==> config.mk <==
export PLATFORM = sky130hd
export DESIGN_NAME = sliding_anagram_window_matcher
export DESIGN_NICKNAME = d
export VERILOG_FILES = /design/src/hw/rtl/sawm_pkg.sv /design/src/hw/rtl/sawm_ring.sv /design/src/hw/rtl/sawm_hist.sv /design/src/hw/rtl/sliding_anagram_window_matcher.sv
export SDC_FILE = /design/constraint.sdc
export NUM_CORES = 2
export LEC_CHECK = 0
export BUFFER_PORTS_ARGS = -buffer_cell sky130_fd_sc_hd__buf_2
export CORE_ASPECT_RATIO = 0.8
export CORE_MARGIN = 5
export CORE_UTILIZATION = 45
export CTS_CLUSTER_SIZE = 16
export DETAILED_ROUTE_END_ITERATION = 8
export PLACE_DENSITY = 0.7
export SLEW_MARGIN = 20
export SYNTH_ARGS = -nofsm -noshare
export SYNTH_HDL_FRONTEND = slang
export SYNTH_HIERARCHICAL = 1
export SYNTH_SLANG_ARGS = --single-unit
==> constraint.sdc <==
create_clock -name clk_i -period 17.67 [get_ports clk_i]
set_clock_uncertainty 0.15 [all_clocks]
set_input_delay 3.534 -clock clk_i [delete_from_list [all_inputs] [get_ports clk_i]]
set_output_delay 3.534 -clock clk_i [all_outputs]
set_load 0.02 [all_outputs]
==> src/hw/rtl/sawm_pkg.sv <==
// Shared constants, request codes and control types for the anagram window matcher.
package sawm_pkg;

  localparam int unsigned LETTER_W     = 5;
  localparam int unsigned ALPHABET     = 26;
  localparam int unsigned REQ_W        = 2;
  localparam int unsigned S_DATA_W     = ((LETTER_W + 7) / 8) * 8;
  localparam int unsigned MAX_PAT_DEF  = 64;
  localparam int unsigned POS_BITS_DEF = 16;

  typedef enum logic [REQ_W-1:0] {
    REQ_PATTERN = 2'd0,
    REQ_TEXT    = 2'd1,
    REQ_CLEAR   = 2'd2
  } req_e;

  typedef logic [LETTER_W-1:0] letter_t;

  // Histogram update requests for one item, qualified by the pipeline advance.
  typedef struct packed {
    logic    clear;
    logic    pat_inc;
    logic    win_inc;
    logic    win_dec;
    letter_t letter;
    letter_t old_letter;
  } hist_ctrl_t;

endpackage

==> src/hw/rtl/sawm_ring.sv <==
// Letter ring memory with one write port and a registered, write-forwarded read port.
module sawm_ring import sawm_pkg::*; #(
  parameter int unsigned DEPTH = MAX_PAT_DEF,
  parameter int unsigned PTR_W = 6
) (
  input  logic             clk_i,
  input  logic             wr_en_i,
  input  logic [PTR_W-1:0] wr_addr_i,
  input  letter_t          wr_data_i,
  input  logic [PTR_W-1:0] rd_addr_i,
  output letter_t          rd_data_o
);

  letter_t mem [DEPTH];
  letter_t rd_data_q;

  always_ff @(posedge clk_i) begin
    if (wr_en_i) begin
      mem[wr_addr_i] <= wr_data_i;
    end
  end

  // A one-letter window reads back the entry written in the same cycle.
  always_ff @(posedge clk_i) begin
    if (wr_en_i && (wr_addr_i == rd_addr_i)) begin
      rd_data_q <= wr_data_i;
    end else begin
      rd_data_q <= mem[rd_addr_i];
    end
  end

  assign rd_data_o = rd_data_q;

endmodule

==> src/hw/rtl/sawm_hist.sv <==
// Pattern and window histograms, one counter lane per letter, with a parallel compare.
module sawm_hist import sawm_pkg::*; #(
  parameter int unsigned CNT_W = 7
) (
  input  logic       clk_i,
  input  logic       rst_ni,
  input  hist_ctrl_t ctrl_i,
  output logic       equal_o
);

  logic [CNT_W-1:0] pat_q [ALPHABET];
  logic [CNT_W-1:0] pat_d [ALPHABET];
  logic [CNT_W-1:0] win_q [ALPHABET];
  logic [CNT_W-1:0] win_d [ALPHABET];

  always_comb begin
    logic inc;
    logic dec;
    for (int i = 0; i < ALPHABET; i++) begin
      pat_d[i] = pat_q[i];
      win_d[i] = win_q[i];
      inc = ctrl_i.win_inc && (ctrl_i.letter == LETTER_W'(i));
      dec = ctrl_i.win_dec && (ctrl_i.old_letter == LETTER_W'(i)) && (win_q[i] != '0);
      if (ctrl_i.clear) begin
        pat_d[i] = '0;
        win_d[i] = '0;
      end else begin
        if (ctrl_i.pat_inc && (ctrl_i.letter == LETTER_W'(i))) begin
          pat_d[i] = pat_q[i] + 1'b1;
        end
        if (inc && !dec) begin
          win_d[i] = win_q[i] + 1'b1;
        end else if (dec && !inc) begin
          win_d[i] = win_q[i] - 1'b1;
        end
      end
    end
  end

  // The window is compared after this item's update; the pattern does not move during text.
  always_comb begin
    equal_o = 1'b1;
    for (int i = 0; i < ALPHABET; i++) begin
      if (win_d[i] != pat_q[i]) begin
        equal_o = 1'b0;
      end
    end
  end

  always_ff @(posedge clk_i or negedge rst_ni) begin
    if (!rst_ni) begin
      for (int i = 0; i < ALPHABET; i++) begin
        pat_q[i] <= '0;
        win_q[i] <= '0;
      end
    end else begin
      for (int i = 0; i < ALPHABET; i++) begin
        pat_q[i] <= pat_d[i];
        win_q[i] <= win_d[i];
      end
    end
  end

endmodule

==> src/hw/rtl/sliding_anagram_window_matcher.sv <==
// Each input transfer is held in the input register, then its result in the result register.
// Throughput: one item per cycle unless the output stalls; each item updates the
// histograms in a single pass between the input register and the result register.
// An input item is taken while a finished result still waits on the output register.
// Reset clears histograms, counters and the ring pointer at once; the letter ring itself
// is not cleared, since an entry is only read after the current window has written it.
module sliding_anagram_window_matcher import sawm_pkg::*; #(
  parameter int unsigned MAX_PAT  = MAX_PAT_DEF,
  parameter int unsigned POS_BITS = POS_BITS_DEF,
  localparam int unsigned M_DATA_W = ((POS_BITS + 2 + 7) / 8) * 8
) (
  input  logic                clk_i,
  input  logic                rst_ni,
  input  logic                s_axis_tvalid,
  output logic                s_axis_tready,
  input  logic [S_DATA_W-1:0] s_axis_tdata,   // letter
  input  logic [REQ_W-1:0]    s_axis_tuser,   // req_type
  output logic                m_axis_tvalid,
  input  logic                m_axis_tready,
  output logic [M_DATA_W-1:0] m_axis_tdata    // match, start_position, overflow
);

  localparam int unsigned CNT_W = $clog2(MAX_PAT + 1);
  localparam int unsigned PTR_W = (MAX_PAT > 1) ? $clog2(MAX_PAT) : 1;
  localparam int unsigned TC_W  = POS_BITS + 1;
  localparam int unsigned CMP_W = (TC_W > CNT_W) ? TC_W : CNT_W;
  localparam logic [TC_W-1:0] POS_LIMIT = {1'b1, {POS_BITS{1'b0}}};

  logic                in_valid_q;
  logic [REQ_W-1:0]    req_q;
  letter_t             letter_q;
  logic                out_valid_q;
  logic                match_q;
  logic [POS_BITS-1:0] start_q;
  logic                ovf_out_q;

  logic [CNT_W-1:0] plen_q, plen_d;
  logic [TC_W-1:0]  tc_q, tc_d, tc_new;
  logic [PTR_W-1:0] ptr_q, ptr_d, ptr_wrap;
  logic             ovf_q, ovf_d;

  logic             advance, in_xfer;
  logic             letter_ok, is_clear, pat_ok, is_text, tc_sat, text_act, evict, report;
  logic [CMP_W-1:0] start_full;
  letter_t          old_letter;
  logic             hist_eq;
  hist_ctrl_t       hist_ctrl;

  assign advance       = in_valid_q && (!out_valid_q || m_axis_tready);
  assign s_axis_tready = !in_valid_q || advance;
  assign in_xfer       = s_axis_tvalid && s_axis_tready;

  always_comb begin
    letter_ok = letter_q < LETTER_W'(ALPHABET);
    is_clear  = req_q == REQ_CLEAR;
    pat_ok    = (req_q == REQ_PATTERN) && letter_ok && (tc_q == '0) &&
                (plen_q < CNT_W'(MAX_PAT));
    is_text   = (req_q == REQ_TEXT) && letter_ok;
    tc_sat    = tc_q == POS_LIMIT;
    tc_new    = (is_text && !tc_sat) ? tc_q + 1'b1 : tc_q;
    text_act  = is_text && (plen_q != '0);
    evict     = text_act && (CMP_W'(tc_q) >= CMP_W'(plen_q));
    report    = text_act && (CMP_W'(tc_new) >= CMP_W'(plen_q));
    start_full = CMP_W'(tc_new) - CMP_W'(plen_q);
    ptr_wrap  = ((CNT_W'(ptr_q) + 1'b1) == plen_q) ? '0 : ptr_q + 1'b1;

    plen_d = plen_q;
    tc_d   = tc_q;
    ptr_d  = ptr_q;
    ovf_d  = ovf_q;
    if (advance) begin
      if (is_clear) begin
        plen_d = '0;
        tc_d   = '0;
        ptr_d  = '0;
        ovf_d  = 1'b0;
      end else begin
        if (pat_ok) begin
          plen_d = plen_q + 1'b1;
        end
        tc_d  = tc_new;
        ovf_d = ovf_q || (is_text && tc_sat);
        if (text_act) begin
          ptr_d = ptr_wrap;
        end
      end
    end
  end

  always_comb begin
    hist_ctrl.clear      = advance && is_clear;
    hist_ctrl.pat_inc    = advance && pat_ok;
    hist_ctrl.win_inc    = advance && text_act;
    hist_ctrl.win_dec    = advance && evict;
    hist_ctrl.letter     = letter_q;
    hist_ctrl.old_letter = old_letter;
  end

  sawm_ring #(
    .DEPTH (MAX_PAT),
    .PTR_W (PTR_W)
  ) u_ring (
    .clk_i     (clk_i),
    .wr_en_i   (advance && text_act),
    .wr_addr_i (ptr_q),
    .wr_data_i (letter_q),
    .rd_addr_i (ptr_d),
    .rd_data_o (old_letter)
  );

  sawm_hist #(
    .CNT_W (CNT_W)
  ) u_hist (
    .clk_i   (clk_i),
    .rst_ni  (rst_ni),
    .ctrl_i  (hist_ctrl),
    .equal_o (hist_eq)
  );

  always_ff @(posedge clk_i or negedge rst_ni) begin
    if (!rst_ni) begin
      in_valid_q  <= 1'b0;
      out_valid_q <= 1'b0;
      plen_q      <= '0;
      tc_q        <= '0;
      ptr_q       <= '0;
      ovf_q       <= 1'b0;
    end else begin
      if (in_xfer) begin
        in_valid_q <= 1'b1;
      end else if (advance) begin
        in_valid_q <= 1'b0;
      end
      if (advance) begin
        out_valid_q <= 1'b1;
      end else if (m_axis_tready) begin
        out_valid_q <= 1'b0;
      end
      plen_q <= plen_d;
      tc_q   <= tc_d;
      ptr_q  <= ptr_d;
      ovf_q  <= ovf_d;
    end
  end

  always_ff @(posedge clk_i) begin
    if (in_xfer) begin
      req_q    <= s_axis_tuser;
      letter_q <= s_axis_tdata[LETTER_W-1:0];
    end
    if (advance) begin
      match_q   <= report && hist_eq;
      start_q   <= report ? start_full[POS_BITS-1:0] : '0;
      ovf_out_q <= ovf_d;
    end
  end

  assign m_axis_tvalid = out_valid_q;
  assign m_axis_tdata  = M_DATA_W'({ovf_out_q, start_q, match_q});

endmodule

# Word level (Yosys, flattened, before mapping)
# Memories as Yosys holds them, arrays and structs flattened. A register that Yosys moved wholly into a read port is not among the register bits.
# Cells that the tools add are included.
[classes] add_sub_neg=83 magnitude_cmp=4 n_eq_ne=80 muxes=172 reduce_logical=291
[op_table] operator="$mux 7" n=132
[op_table] operator="$add 7x1->7 const B" n=53
[op_table] operator="$reduce_bool 7->1" n=27
[op_table] operator="$ne 7x7->1" n=26
[op_table] operator="$sub 7x1->7 const B" n=26
[op_table] operator="$logic_and 1x1->1" n=172
[op_table] operator="$eq 5x5->1 const B" n=20
[op_table] operator="$eq 5x4->1 const B" n=16
[op_table] operator="$reduce_bool 2->1" n=29
[op_table] operator="$logic_not 1->1" n=55
[op_table] operator="$eq 5x3->1 const B" n=8
[op_table] operator="$ge 17x7->1" n=2
[op_table] operator="$mux 1" n=34
[op_table] operator="$mux 17" n=2
[op_table] operator="$mux 6" n=4
[op_table] operator="$eq 5x2->1 const B" n=4
[op_table] operator="$add 17x1->17 const B" n=1
[op_table] operator="$eq 17x17->1 const B" n=1
[op_table] operator="$logic_not 17->1" n=1
[op_table] operator="$sub 16x7->16" n=1
[op_table] operator="$eq 5x1->1 const B" n=2
[op_table] operator="$logic_not 5->1" n=2
[op_table] operator="$add 6x1->7 const B" n=1
[op_table] operator="$eq 7x7->1" n=1
[op_table] operator="8 further kinds" n=10
[word_totals] ff_bits=422 mem_bits_rw=320 in_bits=14 out_inout_bits=26 elab_cells=694 memories=1
[memory_table] name="u_ring.mem" depth=64 word_bits=5 rd=1 rd_clocked_by_memory_dff=1 wr=1 line="sawm_ring.sv:14" rtl="letter_t mem [DEPTH];"

# Logic depth before layout (Yosys ltp)
[logic_depth] depth_word=39 ltp_mapped=23 depth_no_buf=21

# Hierarchy
# The synthesis kept the hierarchy.
[modules_own_cells] mod="sawm_hist" n_inst=1 cells_per_inst=2877 area_each_um2=25563.3 seq_area_each_um2=9108.7
[modules_own_cells] mod="sawm_ring" n_inst=1 cells_per_inst=611 area_each_um2=12788.5 seq_area_each_um2=9729.3
[modules_own_cells] mod="sliding_anagram_window_matcher" n_inst=1 cells_per_inst=417 area_each_um2=3896.2 seq_area_each_um2=1576.5

# Worst setup path before layout
# No wires, ideal clock.
[synth_timing] kind="input to register" start="input m_axis_tready" end="register match_q (data pin)" setup_ps=138 arrival_time_ps=7916 required_time_ps=17382 setup_slack_ps=9466 path_stages=20 n_path_buf=1 cell_sequence="nand2b_1 > nand2_1 > inv_1 > nand2_1 > nor2_1 > o41ai_1 > a21oi_1 > buf_4 > or4b_4 > a311oi_4 > mux2i_1 > mux2_4 > o2bb2ai_1 > nor4_1 > nand4_1 > or4_1 > nor4_2 > and4_1 > inv_1 > nor2_1"
[synth_rtl] item="from (decl)" line="sliding_anagram_window_matcher.sv:19" rtl="input logic m_axis_tready,"
[synth_rtl] item="to (signal assigned)" line="sliding_anagram_window_matcher.sv:152" rtl="match_q <= report && hist_eq;"
[synth_rtl] item="to (decl)" line="sliding_anagram_window_matcher.sv:33" rtl="logic match_q;"

==> run metrics <==
clock transition at the registers of the reported paths approximately 0.060 ns; routed via count divided by cell count 6.14; setup slack after placement between 6 and 7 ns; buffers added on ports 30; Layout Utilization 49.4%; simple-gate share of the synthesized area 18.0%; Seq cells post-synth 748; sequential-to-total area share from yosys stat between 40 and 50%; H-Tree Level Count 3; share of the cycle needed by the critical path after routing between 50% and 60%; antenna diode count 0; Max-Slew Margin vs Limit 26.5%; routed wire length 118000 um; net switching power 1100 uW; sequential power share 46.5%; horizontal die dimension 353 um; maximum fanout along the worst path 32; final-report setup violation count 0; layout net count 3998; drt initial violations roughly 4.3k; via count of the first global-routing pass between 20k and 30k; Switching Share 27.1%; GRT Overall Usage 23.0%; worst setup path class input port to flip-flop; mean instance size in the synthesized netlist 10.8 um^2; detailed-route DRC error count 0; min Tclk post-route 10.41 ns; data arrival time of the worst path between 10 and 15 ns; FFs w/ async S/R, synth 53.1%; Area growth syn-to-layout 8.91%; Antenna Violating Nets Remaining 0; vias post-DR 31.6k; total die area 0.100 mm^2; largest net degree at the start of global routing 180; share of post-route cells with drive strength above 1 9.61%; number of buffers added by the clock tree synthesis step 75; standard-cell rows 100; worst voltage drop across the vdd grid 0.102 mV; setup TNS 0 ns; most common cell in the synthesized netlist sky130_fd_sc_hd__nor2_1; xor/xnor cell area share of the yosys netlist 8.46%; part of the power in the clock network 40.4%; top-level port count 40; element type at the critical path start input port; setup repair after global routing missed its margin no; Power Dens Cells 88.5 mW/mm^2; kind of end point of the critical path flip-flop; standard cell area after detailed placement 0.0435 mm^2; library cells used by synthesis 121; average detailed-routed wire length per instance 22.9 um; FF+latch area ~0.02 mm^2; cell accounting for the most synthesized area sky130_fd_sc_hd__edfxtp_1; Filler Cells Inserted ~8.2k; Core Footprint 0.0931 mm^2; clock latency on the worst-skew pair 0.69 ns; Setup Buffers After CTS 0; warnings from Yosys 6; number of instances in the synthesized netlist 3905; Final Wtd Congestion 0.961; number of iterations in the first detailed-routing pass 6; cell types occupying the most area after synthesis sky130_fd_sc_hd__edfxtp_1 25%, sky130_fd_sc_hd__dfrtp_1 24%, sky130_fd_sc_hd__nor2_1 4.5%, sky130_fd_sc_hd__xnor2_1 4.1%, sky130_fd_sc_hd__ha_1 3.6%; setup slack after layout between 7 and 8 ns; total of max-cap violations 0; achievable clock frequency 0.0960 GHz; number of antenna violations at the first check in global routing 1; clock sink total 748; predominant post-synthesis flop cell sky130_fd_sc_hd__dfrtp_1; number of synthesized flops with an enable pin roughly 350; overall power of the completed layout ~4100 uW; total gr overflow 0; total non-filler cell area in the finished layout 0.0460 mm^2; Bufs on Longest Clock Path 3; fraction of power consumed by combinational cells 13.0%; Pins Over Slew Limit 0; first-pass GRT wire length between 150000 and 200000 um; adder and majority gate portion of the synthesized area between 3 and 4%; CTS resizes 0; complex-gate fraction of the synthesized area 9.50%; mux contribution to synthesized area approximately 8.5%; Req. time, crit path 18.05 ns; CTS Root Buffer Type sky130_fd_sc_hd__clkbuf_16; commonest cells in the synthesized netlist 505 x sky130_fd_sc_hd__nor2_1, 397 x sky130_fd_sc_hd__dfrtp_1, 345 x sky130_fd_sc_hd__edfxtp_1; hold violation total from the final report 0; Hold Path Class flip-flop to flip-flop; static leakage power 0.0179 uW; status complete, no violations; slew at the pin with the worst max-slew slack 1.07 ns; Starting Density 45.4%; die outline height 284 um; area share of the largest cell type after synthesis 24.5%; CTS tree yes; Int Pwr 2970 uW; CTS hold repair buffers 0; netlist area before placement 0.0422 mm^2; main combinational cell family by area after synthesis simple AND/OR/NAND/NOR gates; dpl hpwl 81200 um; area of the multi-input gates approximately 0.020 mm^2
-- through the flow --
stage	std cells	hold slack, ns
floorplan	3910	0.307
global placement	5008	0.316
detailed placement	5008	0.365
CTS	5148	0.396
global route	5149	0.432
finish	5149	0.388
-- critical path, cell delays in order --
cell and delay (ns):
sky130_fd_sc_hd__buf_2 0.08, sky130_fd_sc_hd__nand2b_1 0.12, sky130_fd_sc_hd__nand2_1 0.37, sky130_fd_sc_hd__inv_1 0.14, sky130_fd_sc_hd__buf_4 0.36, sky130_fd_sc_hd__nand2_1 0.53
sky130_fd_sc_hd__nor2_2 0.27, sky130_fd_sc_hd__o41ai_1 0.10, sky130_fd_sc_hd__a21oi_1 0.21, sky130_fd_sc_hd__buf_4 0.31, sky130_fd_sc_hd__nand4b_1 0.60, sky130_fd_sc_hd__a311oi_4 0.81
sky130_fd_sc_hd__mux2i_1 0.31, sky130_fd_sc_hd__xor2_1 0.12, sky130_fd_sc_hd__o21ai_0 0.41, sky130_fd_sc_hd__nand4b_1 0.38, sky130_fd_sc_hd__or4_1 0.73, sky130_fd_sc_hd__or4_1 0.52
sky130_fd_sc_hd__nor4_2 0.24, sky130_fd_sc_hd__and4_1 0.43, sky130_fd_sc_hd__inv_1 0.07, sky130_fd_sc_hd__nor2_1 0.10
-- area by class of cell --
cell class              count  share of cell area (%)
flip-flops and latches    748                    44.4
inverters                 134                    1.09
well taps                1224                    3.33
repair buffers             80                    1.26
clock buffers             104                    4.53
multi-input cells        2823                    44.4
clock inverters            36                   0.963
-- per-layer routing --
metal  routed length, um  share of wire [%]  track usage [%]
met5                   0                  0                0
met4                4550                3.9             8.23
met3               10800                9.2             5.06
met2               51200                 44             34.1
met1               51100                 43             33.4
-- power by group through the flow --
stage / Combinational, uW / Clock [uW] / Sequential (uW)
after floorplan: 364 / 0 / 1920
after global placement: 514 / 0 / 1930
after detailed placement: 522 / 0 / 1930
after CTS: 524 / 1680 / 1890
after global routing: 574 / 1750 / 1900
final: 530 / 1650 / 1890
-- kinds of logic (layout without fill, tap and decap cells) --
kind of cell,count (synthesis),in the layout
and+or+nand+nor,1486,1486
DFF,748,748
AOI/OAI and AO/OA,572,572
xor gates and xnor gates,386,386
buffers and inverters,339,354
muxes,246,246
adders and majority gates,127,127
other,1,6
-- cell usage in the layout, fill, tap and decap left out, drive strengths merged, types with 44 or more instances in the layout --
cell,Yosys,routed
nor2,505,505
mux2,54,54
nand4,89,89
xor2,171,171
nand3,158,158
nor2b,44,44
clkbuf,135,104
ha,121,121
dfrtp,397,397
nor3,116,116
o21ai,144,144
mux2i,112,112
nand2,203,203
mux4,80,80
or3,54,54
edfxtp,345,345
a21oi,97,97
nor4,77,77
xnor2,202,202
buf,69,80
inv,134,136
-- registers in the layout, indices dropped and copies added (netlist names), 5 cells and up, named ones only --
signal        cells
u_hist/pat_q    182
u_ring/mem      320
plen_q            7
tc_q             17
ptr_q             6
u_hist/win_q    182
letter_q          5
start_q          16
-- path summary, 6_finish.rpt --
path	end	cells past startpoint	startpoint	slack (ns)
setup / recovery	match_q	22	m_axis_tready	7.26
hold / removal	m_axis_tvalid	1	in_valid_q	0.39
setup reg to reg	match_q	19	flip-flop	8.99
hold reg to reg	m_axis_tvalid	1	in_valid_q	0.39
max in group asynchronous	u_hist/pat_q[22]	3	rst_ni	13.03
min in group asynchronous	u_hist/win_q[5]	1	rst_ni	2.76
Power figures use the tool's default switching activity.
